File: src/rtl/kpsq_pkg.sv
package kpsq_pkg;

   // default counter chain setup
   localparam int SLOW_DIVIDE_DEFAULT = 100;
   localparam int PRESCALE_DEFAULT    = 16;
   localparam int POSTSCALE_DEFAULT   = 16;

   // reset values
   localparam logic [15:0] PERIOD_RESET = 16'd50000;
   localparam logic [7:0]  LIMIT_RESET  = 8'd195;

   // request kinds
   localparam logic OP_SCAN = 1'b0;
   localparam logic OP_TICK = 1'b1;

   // keypad
   localparam logic [3:0] NO_KEY_NIBBLE = 4'hF;
   localparam logic [3:0] ROW_SEVEN_PREFIX = 4'h7;
   localparam logic [3:0] ROW_SIX_PREFIX   = 4'hB;
   localparam logic [3:0] ROW_FIVE_PREFIX  = 4'hD;
   localparam logic [3:0] ROW_FOUR_PREFIX  = 4'hE;

   typedef struct packed {
      logic        hit;
      logic [15:0] period;
      logic        fast;
   } preset_type;

   typedef struct packed {
      logic [7:0] key;
      preset_type preset;
   } scan_result_type;

   function automatic preset_type preset_lookup(input logic [7:0] code);
      preset_type p;
      p.hit = 1'b1;
      case (code)
         8'hEE: begin p.period = 16'd50000; p.fast = 1'b0; end
         8'hED: begin p.period = 16'd5000;  p.fast = 1'b0; end
         8'hEB: begin p.period = 16'd500;   p.fast = 1'b0; end
         8'hE7: begin p.period = 16'd12500; p.fast = 1'b1; end
         8'hDE: begin p.period = 16'd10000; p.fast = 1'b1; end
         8'hDD: begin p.period = 16'd500;   p.fast = 1'b1; end
         8'hDB: begin p.period = 16'd10000; p.fast = 1'b0; end
         8'hD7: begin p.period = 16'd2500;  p.fast = 1'b0; end
         8'hBE: begin p.period = 16'd1250;  p.fast = 1'b0; end
         8'hBD: begin p.period = 16'd1000;  p.fast = 1'b0; end
         8'hBB: begin p.period = 16'd25000; p.fast = 1'b1; end
         8'hB7: begin p.period = 16'd6250;  p.fast = 1'b1; end
         8'h7E: begin p.period = 16'd5000;  p.fast = 1'b1; end
         8'h7D: begin p.period = 16'd2500;  p.fast = 1'b1; end
         8'h7B: begin p.period = 16'd1250;  p.fast = 1'b1; end
         8'h77: begin p.period = 16'd1000;  p.fast = 1'b1; end
         default: begin
            p.hit    = 1'b0;
            p.period = '0;
            p.fast   = 1'b0;
         end
      endcase
      return p;
   endfunction

endpackage

File: src/rtl/kpsq_key_decode.sv
module kpsq_key_decode (
   input  logic [3:0]                row_seven_cols,
   input  logic [3:0]                row_six_cols,
   input  logic [3:0]                row_five_cols,
   input  logic [3:0]                row_four_cols,
   input  logic [7:0]                held_key,
   output kpsq_pkg::scan_result_type result
);

   logic [7:0] key_next;

   // first row with any column pulled low wins
   always_comb begin
      if (row_seven_cols != kpsq_pkg::NO_KEY_NIBBLE) begin
         key_next = {kpsq_pkg::ROW_SEVEN_PREFIX, row_seven_cols};
      end else if (row_six_cols != kpsq_pkg::NO_KEY_NIBBLE) begin
         key_next = {kpsq_pkg::ROW_SIX_PREFIX, row_six_cols};
      end else if (row_five_cols != kpsq_pkg::NO_KEY_NIBBLE) begin
         key_next = {kpsq_pkg::ROW_FIVE_PREFIX, row_five_cols};
      end else if (row_four_cols != kpsq_pkg::NO_KEY_NIBBLE) begin
         key_next = {kpsq_pkg::ROW_FOUR_PREFIX, row_four_cols};
      end else begin
         key_next = held_key;
      end
   end

   assign result.key    = key_next;
   assign result.preset = kpsq_pkg::preset_lookup(key_next);

endmodule

File: src/rtl/keypad_preset_square_wave_generator.sv
// channel | ports                              | direction | transfer when
// --------+------------------------------------+-----------+------------------------
// req     | req_op, req_row_*_cols             | in        | req_valid && req_ready
// rsp     | rsp_wave_level, rsp_selected_key,  | out       | rsp_valid && rsp_ready
//         | rsp_period_word, rsp_fast_mode     |           |
//
// one request a clock while req_ready is high: the whole update sits between the
// state and response registers, so a transfer's response is valid in the next cycle
// req_ready is high whenever the response register is empty or being drained,
// so a stalled rsp side only holds off requests for as long as it stalls
// synchronous active-high reset: key 0, period 50000, limit 195, counters and wave 0
module keypad_preset_square_wave_generator #(
   parameter int SLOW_DIVIDE = kpsq_pkg::SLOW_DIVIDE_DEFAULT,
   parameter int PRESCALE    = kpsq_pkg::PRESCALE_DEFAULT,
   parameter int POSTSCALE   = kpsq_pkg::POSTSCALE_DEFAULT
) (
   input  logic        clock,
   input  logic        reset,
   input  logic        req_valid,
   output logic        req_ready,
   input  logic        req_op,
   input  logic [3:0]  req_row_seven_cols,
   input  logic [3:0]  req_row_six_cols,
   input  logic [3:0]  req_row_five_cols,
   input  logic [3:0]  req_row_four_cols,
   output logic        rsp_valid,
   input  logic        rsp_ready,
   output logic        rsp_wave_level,
   output logic [7:0]  rsp_selected_key,
   output logic [15:0] rsp_period_word,
   output logic        rsp_fast_mode
);

   // limits in the widths of the compares
   localparam logic [4:0] PRESCALE_LIM  = 5'(PRESCALE);
   localparam logic [4:0] POSTSCALE_LIM = 5'(POSTSCALE);
   localparam logic [7:0] SLOW_LIM      = 8'(SLOW_DIVIDE);

   // generator state
   logic [7:0]  held_key_ff,     held_key_in;
   logic [15:0] period_ff,       period_in;
   logic        mode_ff,         mode_in;
   logic [3:0]  prescale_ff,     prescale_in;
   logic [7:0]  timer_ff,        timer_in;
   logic [7:0]  limit_ff,        limit_in;
   logic [3:0]  postscale_ff,    postscale_in;
   logic [6:0]  slow_ff,         slow_in;
   logic        level_ff,        level_in;

   // response register
   logic        rsp_valid_ff,    rsp_valid_in;
   logic        rsp_level_ff;
   logic [7:0]  rsp_key_ff;
   logic [15:0] rsp_period_ff;
   logic        rsp_fast_ff;

   logic                      req_xfer;
   kpsq_pkg::scan_result_type scan;
   logic [6:0]                slow_step;

   assign req_ready = !rsp_valid_ff || rsp_ready;
   assign req_xfer  = req_valid && req_ready;

   kpsq_key_decode u_key_decode (
      .row_seven_cols (req_row_seven_cols),
      .row_six_cols   (req_row_six_cols),
      .row_five_cols  (req_row_five_cols),
      .row_four_cols  (req_row_four_cols),
      .held_key       (held_key_ff),
      .result         (scan)
   );

   assign slow_step = slow_ff + 7'd1;

   // next state for one request
   always_comb begin
      held_key_in  = held_key_ff;
      period_in    = period_ff;
      mode_in      = mode_ff;
      prescale_in  = prescale_ff;
      timer_in     = timer_ff;
      limit_in     = limit_ff;
      postscale_in = postscale_ff;
      slow_in      = slow_ff;
      level_in     = level_ff;
      if (req_xfer) begin
         if (req_op == kpsq_pkg::OP_SCAN) begin
            held_key_in = scan.key;
            // unknown codes leave the preset alone
            if (scan.preset.hit) begin
               period_in = scan.preset.period;
               mode_in   = scan.preset.fast;
            end
         end else if (({1'b0, prescale_ff} + 5'd1) < PRESCALE_LIM) begin
            prescale_in = prescale_ff + 4'd1;
         end else begin
            prescale_in = '0;
            // a timer above a lowered limit runs on and wraps before matching
            if (timer_ff == limit_ff) begin
               timer_in = '0;
               if (({1'b0, postscale_ff} + 5'd1) < POSTSCALE_LIM) begin
                  postscale_in = postscale_ff + 4'd1;
               end else begin
                  postscale_in = '0;
                  limit_in     = period_ff[15:8];
                  if (mode_ff) begin
                     level_in = !level_ff;
                  end else if ({1'b0, slow_step} >= SLOW_LIM) begin
                     slow_in  = '0;
                     level_in = !level_ff;
                  end else begin
                     slow_in = slow_step;
                  end
               end
            end else begin
               timer_in = timer_ff + 8'd1;
            end
         end
      end
   end

   // response valid: set by a request, cleared when drained without refill
   always_comb begin
      rsp_valid_in = rsp_valid_ff;
      if (req_xfer) begin
         rsp_valid_in = 1'b1;
      end else if (rsp_ready) begin
         rsp_valid_in = 1'b0;
      end
   end

   always_ff @(posedge clock) begin
      if (reset) begin
         held_key_ff  <= '0;
         period_ff    <= kpsq_pkg::PERIOD_RESET;
         mode_ff      <= 1'b0;
         prescale_ff  <= '0;
         timer_ff     <= '0;
         limit_ff     <= kpsq_pkg::LIMIT_RESET;
         postscale_ff <= '0;
         slow_ff      <= '0;
         level_ff     <= 1'b0;
         rsp_valid_ff <= 1'b0;
      end else begin
         held_key_ff  <= held_key_in;
         period_ff    <= period_in;
         mode_ff      <= mode_in;
         prescale_ff  <= prescale_in;
         timer_ff     <= timer_in;
         limit_ff     <= limit_in;
         postscale_ff <= postscale_in;
         slow_ff      <= slow_in;
         level_ff     <= level_in;
         rsp_valid_ff <= rsp_valid_in;
      end
   end

   // payload shows the state after the update
   always_ff @(posedge clock) begin
      if (req_xfer) begin
         rsp_level_ff  <= level_in;
         rsp_key_ff    <= held_key_in;
         rsp_period_ff <= period_in;
         rsp_fast_ff   <= mode_in;
      end
   end

   assign rsp_valid        = rsp_valid_ff;
   assign rsp_wave_level   = rsp_level_ff;
   assign rsp_selected_key = rsp_key_ff;
   assign rsp_period_word  = rsp_period_ff;
   assign rsp_fast_mode    = rsp_fast_ff;

   // a pending response always mirrors the live state
   a_rsp_mirrors_state: assert property (@(posedge clock) disable iff (reset)
      rsp_valid_ff |-> (rsp_level_ff == level_ff && rsp_key_ff == held_key_ff &&
                        rsp_period_ff == period_ff && rsp_fast_ff == mode_ff))
      else $error("pending response differs from generator state");

   a_xfer_gives_rsp: assert property (@(posedge clock) disable iff (reset)
      req_xfer |=> rsp_valid_ff)
      else $error("accepted request left no response");

   a_prescale_range: assert property (@(posedge clock) disable iff (reset)
      ({1'b0, prescale_ff} < PRESCALE_LIM) && ({1'b0, postscale_ff} < POSTSCALE_LIM))
      else $error("prescaler or postscaler past its limit");

   a_slow_range: assert property (@(posedge clock) disable iff (reset)
      {1'b0, slow_ff} < SLOW_LIM)
      else $error("slow counter past its limit");

endmodule

File: config.mk
export PLATFORM = sky130hd
export DESIGN_NAME = keypad_preset_square_wave_generator
export DESIGN_NICKNAME = d
export VERILOG_FILES = /design/src/rtl/kpsq_pkg.sv /design/src/rtl/kpsq_key_decode.sv /design/src/rtl/keypad_preset_square_wave_generator.sv
export SDC_FILE = /design/constraint.sdc
export NUM_CORES = 1
export LEC_CHECK = 0
export BUFFER_PORTS_ARGS = -buffer_cell sky130_fd_sc_hd__clkbuf_2
export CAP_MARGIN = 10
export CORE_ASPECT_RATIO = 0.9
export CORE_UTILIZATION = 50
export CTS_BUF_LIST = sky130_fd_sc_hd__clkbuf_2 sky130_fd_sc_hd__clkbuf_4 sky130_fd_sc_hd__clkbuf_8
export DETAILED_ROUTE_END_ITERATION = 8
export GPL_TIMING_DRIVEN = 0
export PLACE_DENSITY = 0.7
export SYNTH_ARGS = -nofsm -noshare
export SYNTH_HDL_FRONTEND = slang
export SYNTH_HIERARCHICAL = 1
export SYNTH_SLANG_ARGS = --single-unit
File: constraint.sdc
create_clock -name clock -period 7.66 [get_ports clock]
set_input_delay 0.766 -clock clock [delete_from_list [all_inputs] [get_ports clock]]
set_output_delay 0.766 -clock clock [all_outputs]
set_load 0.01 [all_outputs]
=== After elaboration in Yosys (flattened, before gate mapping) ===
Index checks and enable logic that the tools add are counted.

* Bits in registers: 84
* Bits of input ports: 21
* Latch bits: 0
* Memory bits (writable): 0
* Memory bits (read-only): 0
* Memories: 0
* Output and inout bits: 28
* Word-level logic and storage cells: 85

* Reductions and logical operators: 11
* Magnitude comparators: 3
* Shift operators: 0
* Multiplexer cells: 27
* Eq/ne operators: 21
* Divide/modulo/power cells: 0
* Bitwise gates (word level): 3
* $mul: 0
* Add/subtract/negate cells: 6

{| class="wikitable"
|+ Operator list
! kind !! count
|-
| 17-bit case mux with 16 select lines || 1
|-
| 8-bit == test (second input constant) || 12
|-
| 8-bit 2-to-1 mux || 7
|-
| 16-bit 2-to-1 mux || 3
|-
| 8-bit by 7-bit == test with 1-bit output (second input constant) || 4
|-
| 4-bit != test (second input constant) || 4
|-
| 16-bit OR reduction || 1
|-
| 1-bit 2-to-1 mux || 13
|-
| 4-bit by 1-bit adder with 5-bit output (second input constant) || 2
|-
| 5-bit < comparator (second input constant) || 2
|-
| 4-bit by 1-bit adder with 4-bit output (second input constant) || 2
|-
| 8-bit by 1-bit adder with 8-bit output (second input constant) || 1
|-
| 8-bit == test || 1
|-
| 4-bit 2-to-1 mux || 2
|-
| 7-bit by 1-bit adder with 7-bit output (second input constant) || 1
|-
| 7-bit greater-or-equal comparator (second input constant) || 1
|-
| 7-bit 2-to-1 mux || 1
|-
| 6-bit AND reduction || 1
|-
| 5-bit AND reduction || 1
|-
| 4-bit AND reduction || 1
|-
| 1-bit inverter || 3
|-
| 3-bit AND reduction || 1
|-
| 1-bit zero test || 2
|-
| 2-bit AND reduction || 1
|-
| other kinds (3) || 3
|}

=== Depth between registers and ports, before layout ===
Gate-level depths: netlist of run 1.

* Depth in word-level cells: 11
* Depth in mapped cells: 14
* Depth with buffers taken out: 11

=== Modules after synthesis ===
The synthesis of run 1 kept the hierarchy.

{| class="wikitable"
|+ Modules (own cells, without submodules)
! module !! cells each !! seq. area each (µm²) !! area an instance (µm²) !! instances
|-
| keypad_preset_square_wave_generator || 317 || 1,941.9 || 3,418.3 || 1
|-
| kpsq_key_decode || 163 || 0.0 || 1,046.0 || 1
|}

=== Least setup slack after synthesis of run 1 ===
Ideal clock, no wire load.

* Kind: input to register
* Start: input req_row_five_cols[2]
* End: register rsp_period_ff[0], in the netlist rsp_period_word[0], data pin
* Required time: 7.398 ns
* Library setup time: 0.262 ns
* Arrival time: 2.911 ns
* Buffers on the path: 1
* Path slack: 4.487 ns
* Stages on the path: 11
* Path through: nand4_2 a2111o_1 nand3_2 inv_2 xnor2_2 a2111oi_2 a211oi_2 nand3_1 nand2_1 buf_4 mux2_2

{| class="wikitable"
|+ RTL lines
! item !! line !! source
|-
| start: declaration || keypad_preset_square_wave_generator.sv:24 || <nowiki>input logic [3:0] req_row_five_cols,</nowiki>
|-
| end signal: assignment || keypad_preset_square_wave_generator.sv:163 || <nowiki>rsp_period_ff <= period_in;</nowiki>
|-
| end: declaration || keypad_preset_square_wave_generator.sv:54 || <nowiki>logic [15:0] rsp_period_ff;</nowiki>
|}

==> impl_metrics.yaml, run 1 <==
status:
  status: "completed"
power:
  internal_power_uw: 660
  combPwrFrac_pct: 10.5
  swShare_pct: 25.9
  p_clk_share_pct: 35.7
  p_seq_share_pct: 53.7
  power_density_nw_per_um2: 176
  p_total_uw: 890
  p_switching_uw: 231
  vdd_ir_drop_max_v: 0.0000978
  p_leak_nw: 1.92
timing:
  skew_ns: 0.0102
  clock.fmax_ghz: 0.294
  tightest_slew_ns: 0.715
  finalSetupViolCount: 0
  slew_violations: 0
  hold_viol: 0
  relSlewSlack_pct: 52.1
  rsz0062_at_grt: "false"
  finalSetupTns_ns: 0
  final.min_clock_period_ns: 3.40
  period_share_pct: 44.3
logic_synthesis:
  synth_cells: 480
  ys_ff_latch: 84
  synthesis.area_um2: 4460
  synthesis.area_per_instance_um2: 9.30
  synth-edff-count: 26
  yosysWarnings: 6
  synth.distinct_cells: 71
  async_flop_share_pct: 0
  syn-num-nets: 505
  ys_seq_area_share_pct: 43.5
  synthFlopType: "dfxtp_1"
critical_path:
  path_cells: "clkbuf_2, nand4_2, a2111o_1, nand3_2, inv_2, buf_4, nand3_1, a21oi_1, a21oi_1, nand3_1, nand2_1, buf_4, mux2_2, nor2b_1"
  cp-start-kind: "input pin"
  endpoint_kind: "flop"
  cp.arrival_ns: 3.62
  cp_slowest_stage_delay_ns: 0.45
  cp-startpoint: "req_row_five_cols[2]"
  worstSetupPathType: "input pin to flop"
  critPathSlowestCell: "a2111o_1"
  path_buf_inv: 4
  cp_max_fo: 10
  cp.required_ns: 7.89
  path_delay_family: "simple AND/OR/NAND/NOR gates"
  reg2reg_from: "held_key_ff[3]"
final_layout:
  fin_nets: 564
  num_antenna_cells: 0
  syn_to_final_growth_pct: 13.6
  final_common_cell: "nand2_1"
  layout-drive-gt1-share_pct: 22.6
  layout_common_cells: "nand2_1 (72), dfxtp_1 (58), clkbuf_2 (47), nor2_1 (29)"
global_route:
  grt-ovfl-total: 0
  first_global_vias: 3440
  grt.total_usage_pct: 22.5
  antenna_found_initial: 0
  grt_pass1_wl_um: 16200
  grt_max_degree: 30
die:
  die_area_um2: 9310
  ios: 49
  die_w_um: 102
  num_rows: 32
  core_area_um2: 8610
  initial_core_util_pct: 51.9
  die_h_um: 91.6
placement:
  port_buffers: 47
  hpwl_um: 7210
  routabilityCongestion: 0.946
cts:
  cts-resized-gates: 0
  cts_root_buf: "clkbuf_8"
  post-cts-setup-buffer-count: 0
  clkLatencyLatePin_ns: 0.36
  hold_buffers: 0
  cts_buffer_depth: 2
  clock-sinks: 84
  cts_tree: "built"
  cts_buffers: 9
  clkTransAtPathRegs_ns: 0.08
  cts_htree_levels: 3
route:
  drt-pass1-iter-count: 4
  vias: 3726
  wl_per_cell_um: 14.9
  drtIter0Drc: 132
  drc: 0
  wl_um: 9910
  drtAntennaViolNets: 0
  vias_per_cell: 5.62
flow_run:
  max_cap_violations: 0
min_path:
  hold_path.startpoint: "period_ff[15]"
  worstHoldPathType: "flop to flop"
[power groups by stage]
stage | Clock (mW) | Combinational [mW] | Sequential, mW
6_report | 0.318 | 0.0939 | 0.478
2_1_floorplan | 0 | 0.0537 | 0.492
5_1_grt | 0.343 | 0.103 | 0.480
3_3_place_gp | 0 | 0.0902 | 0.488
3_5_place_dp | 0 | 0.0911 | 0.489
4_1_cts | 0.326 | 0.0914 | 0.479
[per-stage QoR]
step                      cell area (µm²)  hold slack, ns  util [%]  std cells  worst slack [ns]
after global routing                 5070           0.497      58.9        663              4.10
after global placement               4850           0.446      56.3        646              3.93
after detailed placement             4850           0.466      56.3        646              3.97
final                                5070           0.479      58.9        663              4.26
after floorplan                      4460           0.430         -        480              4.49
after CTS                            5040           0.485      58.6        662              4.31
[worst reg2reg max path, cell delays in order (launching register included)]
cell	delay, ns
dfxtp_1	0.34
nand4b_1	0.17
a2111o_1	0.44
nand3_2	0.22
inv_2	0.12
buf_4	0.19
nand3_1	0.08
a21oi_1	0.10
a21oi_1	0.22
nand3_1	0.12
nand2_1	0.29
buf_4	0.26
mux2_2	0.36
nor2b_1	0.13
[cells in the mapped netlist, types with 3 or more instances]
library cell / n / area share [%]
mux2_2: 17 / 4.3
buf_4: 5 / 0.84
a21oi_1: 28 / 3.1
clkbuf_1: 9 / 0.76
edfxtp_1: 26 / 17
ha_1: 4 / 1.1
a211o_1: 5 / 0.98
or2_2: 7 / 0.98
nor3_1: 6 / 0.67
nand2_1: 72 / 6.1
dfxtp_1: 58 / 26
or3_1: 7 / 0.98
nand4_1: 10 / 1.4
xor2_1: 7 / 1.4
and4_1: 6 / 1.2
o21ai_0: 14 / 1.6
nand4b_1: 6 / 1.2
nand2b_1: 5 / 0.70
nor2b_1: 25 / 3.5
and3_1: 4 / 0.56
inv_1: 11 / 0.92
nand3_1: 28 / 3.1
o32ai_1: 3 / 0.59
nor2_1: 29 / 2.4
o211ai_1: 5 / 0.84
o21ai_1: 3 / 0.34
xnor2_1: 13 / 2.6
buf_2: 6 / 0.67
mux2i_1: 6 / 1.3
[layout make-up]
| cell class | count | area (µm²) |
|---|---|---|
| Multi-Input combinational cell | 358 | 2320 |
| Fill cell | 789 | 3540 |
| Sequential cell | 84 | 1940 |
| Timing Repair Buffer | 48 | 263 |
| Tap cell | 119 | 149 |
| Clock inverter | 7 | 72.6 |
| Buffer | 22 | 124 |
| Clock buffer | 9 | 124 |
| Inverter | 16 | 75.1 |
[cells by family (layout without fill, tap and decap cells)]
kind of cell	count (synthesis)	count (layout)	synth area share [%]
buffers and inverters	38	102	4.46
XOR/XNOR	21	21	4.29
AO/OA/AOI/OAI	78	78	12.0
flip-flops	84	84	43.5
adder cells (fa/ha/maj)	4	4	1.12
multiplexers	24	24	5.89
AND/OR/NAND/NOR	230	230	28.7
other	1	1	0.0840
[layer usage]
metal	up-vias	routed length (µm)	track usage, %
met4	0	159	7.25
met1	1748	4550	29.2
met3	15	532	5.11
met5	-	0	0
li1	1849	-	-
met2	114	4660	36.7
[state kept, by name, summed over array words and instances (netlist names)]
signal / flops
held_key_ff: 8
level_ff: 1
limit_ff: 8
mode_ff: 1
period_ff: 16
postscale_ff: 4
prescale_ff: 4
rsp_fast_mode: 1
rsp_period_word: 16
rsp_selected_key: 8
rsp_valid: 1
rsp_wave_level: 1
slow_ff: 7
timer_ff: 8
[path summary, 6_finish.rpt]
path / end / slack, ns / depth (start not counted)
setup / recovery: period_ff[5] / 4.26 / 14
hold / removal: limit_ff[7] / 0.48 / 1
hold reg to reg: limit_ff[7] / 0.48 / 1
setup reg to reg: period_ff[5] / 4.48 / 13
Note: power is estimated with default switching activity, not from simulation.
==> inputs of run 2 (changes only) <==
Settings changed: ABC_AREA from default to 1, PLACE_DENSITY 0.7 to 0.69.
Clock period 7.66 ns to 3.5 ns, I/O delays scaled along.
==> run 2 against run 1 <==
  * Design area rose by 4.8%
  * Combinational power grew 130%
  * Clock power rose by 120%
  * Worst hold slack got worse by 0.19 ns
  * Setup slack got worse by 3.4 ns
  * Clock-buffer cell count unchanged
  * Routed wire length increased by 1.7%
  * First-iteration DRC count is 30% higher
  * Area after synthesis is 5.8% higher
  * Via count rose by 8.7%
  * Register-to-register slack got worse by 3.6 ns
  * Global-route usage down 0.51 points
==> impl_metrics.yaml, run 2 <==
die:
  initial_core_util_pct: 51.8
  die_w_um: 104
  ios: 49
  core_area_um2: 9130
  num_rows: 33
  die_h_um: 94.2
  die_area_um2: 9840
min_path:
  hold_path.startpoint: "req_valid"
  worstHoldPathType: "input pin to flop"
  holdPathStages: 3
  hold_end: "rsp_valid"
logic_synthesis:
  synthesis.area_um2: 4720
  synth-edff-count: 26
  synth.distinct_cells: 40
  synthesis.area_per_instance_um2: 7.57
  async_flop_share_pct: 0
  ys_seq_area_share_pct: 41.1
  synth_top_area_share_pct: 24.6
  ys_ff_latch: 84
  yosys-top-cells-count: "nand2_1 (147), inv_1 (90), dfxtp_1 (58), nand3_1 (52), nor2_1 (46)"
  yosys-top-cells-area: "dfxtp_1 (25%), edfxtp_1 (17%), nand2_1 (12%), inv_1 (7.2%), nand3_1 (5.5%)"
  yosysWarnings: 6
  synthFlopType: "dfxtp_1"
  synth_top_area_cell: "dfxtp_1"
  syn-num-nets: 649
  yosysMostFrequentCell: "nand2_1"
  synth_cells: 624
flow_run:
  max_cap_violations: 0
timing:
  period_share_pct: 75.9
  final.min_clock_period_ns: 2.66
  finalSetupTns_ns: 0
  rsz0062_at_grt: "false"
  relSlewSlack_pct: 20.4
  whs_ns: 0.286
  slew_violations: 0
  clock.fmax_ghz: 0.377
  tightest_slew_ns: 1.19
  finalSetupViolCount: 0
  hold_viol: 0
  skew_ns: 0.0109
critical_path:
  critPathSlowestCell: "dfxtp_1"
  endpoint_kind: "flop"
  worstSetupPathType: "flop to flop"
  cp.required_ns: 3.62
  path_buf_inv: 5
  path_delay_family: "simple AND/OR/NAND/NOR gates"
  worst-r2r-setup-slack_ns: 0.84
  cp_max_fo: 10
  cp.arrival_ns: 2.78
  path_cells: "inv_1, a21oi_1, nor2_1, nor2_1, nor2_4, nand3_2, nand2_2, inv_2, nand2_2, nor2_1, nand2_1, nand2_2, clkinv_2, buf_6, or2_2, inv_1, a21oi_1"
  reg2reg_from: "held_key_ff[1]"
  cp-start-kind: "flop"
  rr_worst_depth: 17
  r2r-end: "rsp_period_word[13]"
  cp_slowest_stage_delay_ns: 0.36
final_layout:
  num_antenna_cells: 0
  layout_common_cells: "nand2_1 (147), inv_1 (90), dfxtp_1 (58), nand3_1 (52), clkbuf_2 (48)"
  layout-drive-gt1-share_pct: 24.0
  fin_nets: 708
  final_common_cell: "nand2_1"
  syn_to_final_growth_pct: 12.5
cts:
  cts_tree: "built"
  clkTransAtPathRegs_ns: 0.09
  cts_buffer_depth: 2
  post-cts-setup-buffer-count: 0
  cts_buffers: 9
  clock-sinks: 84
  cts_htree_levels: 3
  clkLatencyLatePin_ns: 0.37
  hold_buffers: 0
  cts-resized-gates: 0
  cts_root_buf: "clkbuf_8"
global_route:
  grt.total_usage_pct: 21.9
  grt_max_degree: 34
  grt-ovfl-total: 0
  grt_pass1_wl_um: 17200
  antenna_found_initial: 0
  first_global_vias: 3858
route:
  wl_per_cell_um: 12.4
  wl_um: 10100
  vias: 4049
  drc: 0
  vias_per_cell: 5.00
  drtAntennaViolNets: 0
  drt-pass1-iter-count: 4
  drtIter0Drc: 172
placement:
  hpwl_um: 7730
  port_buffers: 48
  routabilityCongestion: 0.923
power:
  power_density_nw_per_um2: 373
  p_leak_nw: 2.46
  vdd_ir_drop_max_v: 0.000205
status:
  status: "completed"
## run 2: routing by layer
layer  wire length, µm  global-route usage (%)  vias to the layer above
li1                  -                       -                     2093
met1              4860                    28.0                     1862
met2              4600                    37.0                       75
met3               434                    4.37                       19
met4               182                    7.62                        0
met5                 0                       0                        -
## run 2: cell type report
type	instances	area, µm²
fillers	859	3810
multi-input cells	416	2260
flip-flops and latches	84	1940
inverters	110	420
repair buffers	48	240
well taps	122	153
clock buffers	9	124
plain buffers	14	105
clock inverters	7	73.8
## run 2: cells by family after synthesis
family	count (synthesis)	share of synthesized area, %
AND/OR/NAND/NOR	331	35.1
buffers and inverters	124	11.1
flip-flops	84	41.1
AO/OA/AOI/OAI	72	10.0
XOR/XNOR	8	1.48
adder cells (fa/ha/maj)	4	1.06
other	1	0.0794
## run 2: worst reg2reg max path, cell delays in order (launching register included)
cell      delay (ns)
dfxtp_1         0.36
inv_1           0.07
a21oi_1         0.15
nor2_1          0.05
nor2_1          0.31
nor2_4          0.10
nand3_2         0.12
nand2_2         0.08
inv_2           0.07
nand2_2         0.04
nor2_1          0.15
nand2_1         0.08
nand2_2         0.17
clkinv_2        0.10
buf_6           0.15
or2_2           0.27
inv_1           0.09
a21oi_1         0.05
## run 2: how the worst max path moves through the flow
stage                               startpoint                  end  slack, ns  cells after the start
after CTS                       held_key_ff[1]  rsp_period_word[12]       0.85                     17
after floorplan           req_row_five_cols[0]  rsp_period_word[12]       1.06                     19
final                           held_key_ff[1]  rsp_period_word[13]       0.84                     17
after global routing            held_key_ff[1]  rsp_period_word[13]       0.58                     17
after global placement    req_row_five_cols[0]  rsp_period_word[13]       0.61                     20
after detailed placement  req_row_five_cols[0]  rsp_period_word[12]       0.57                     20
## run 2: report_power, final
part           total (mW)  switching [mW]  internal [mW]
registers            1.06          0.0152           1.05
clock network       0.706           0.372          0.334
logic               0.217           0.143         0.0747
## run 2: stage by stage
stage,cell area [µm²],power (mW),instances,setup WS (ns),util (%)
2_1_floorplan,4720,1.23,624,1.06,-
3_3_place_gp,5120,1.29,794,0.613,56.1
3_5_place_dp,5120,1.30,794,0.567,56.1
4_1_cts,5310,2.01,810,0.845,58.2
5_1_grt,5310,2.07,810,0.582,58.2
6_report,5310,1.98,810,0.844,58.2
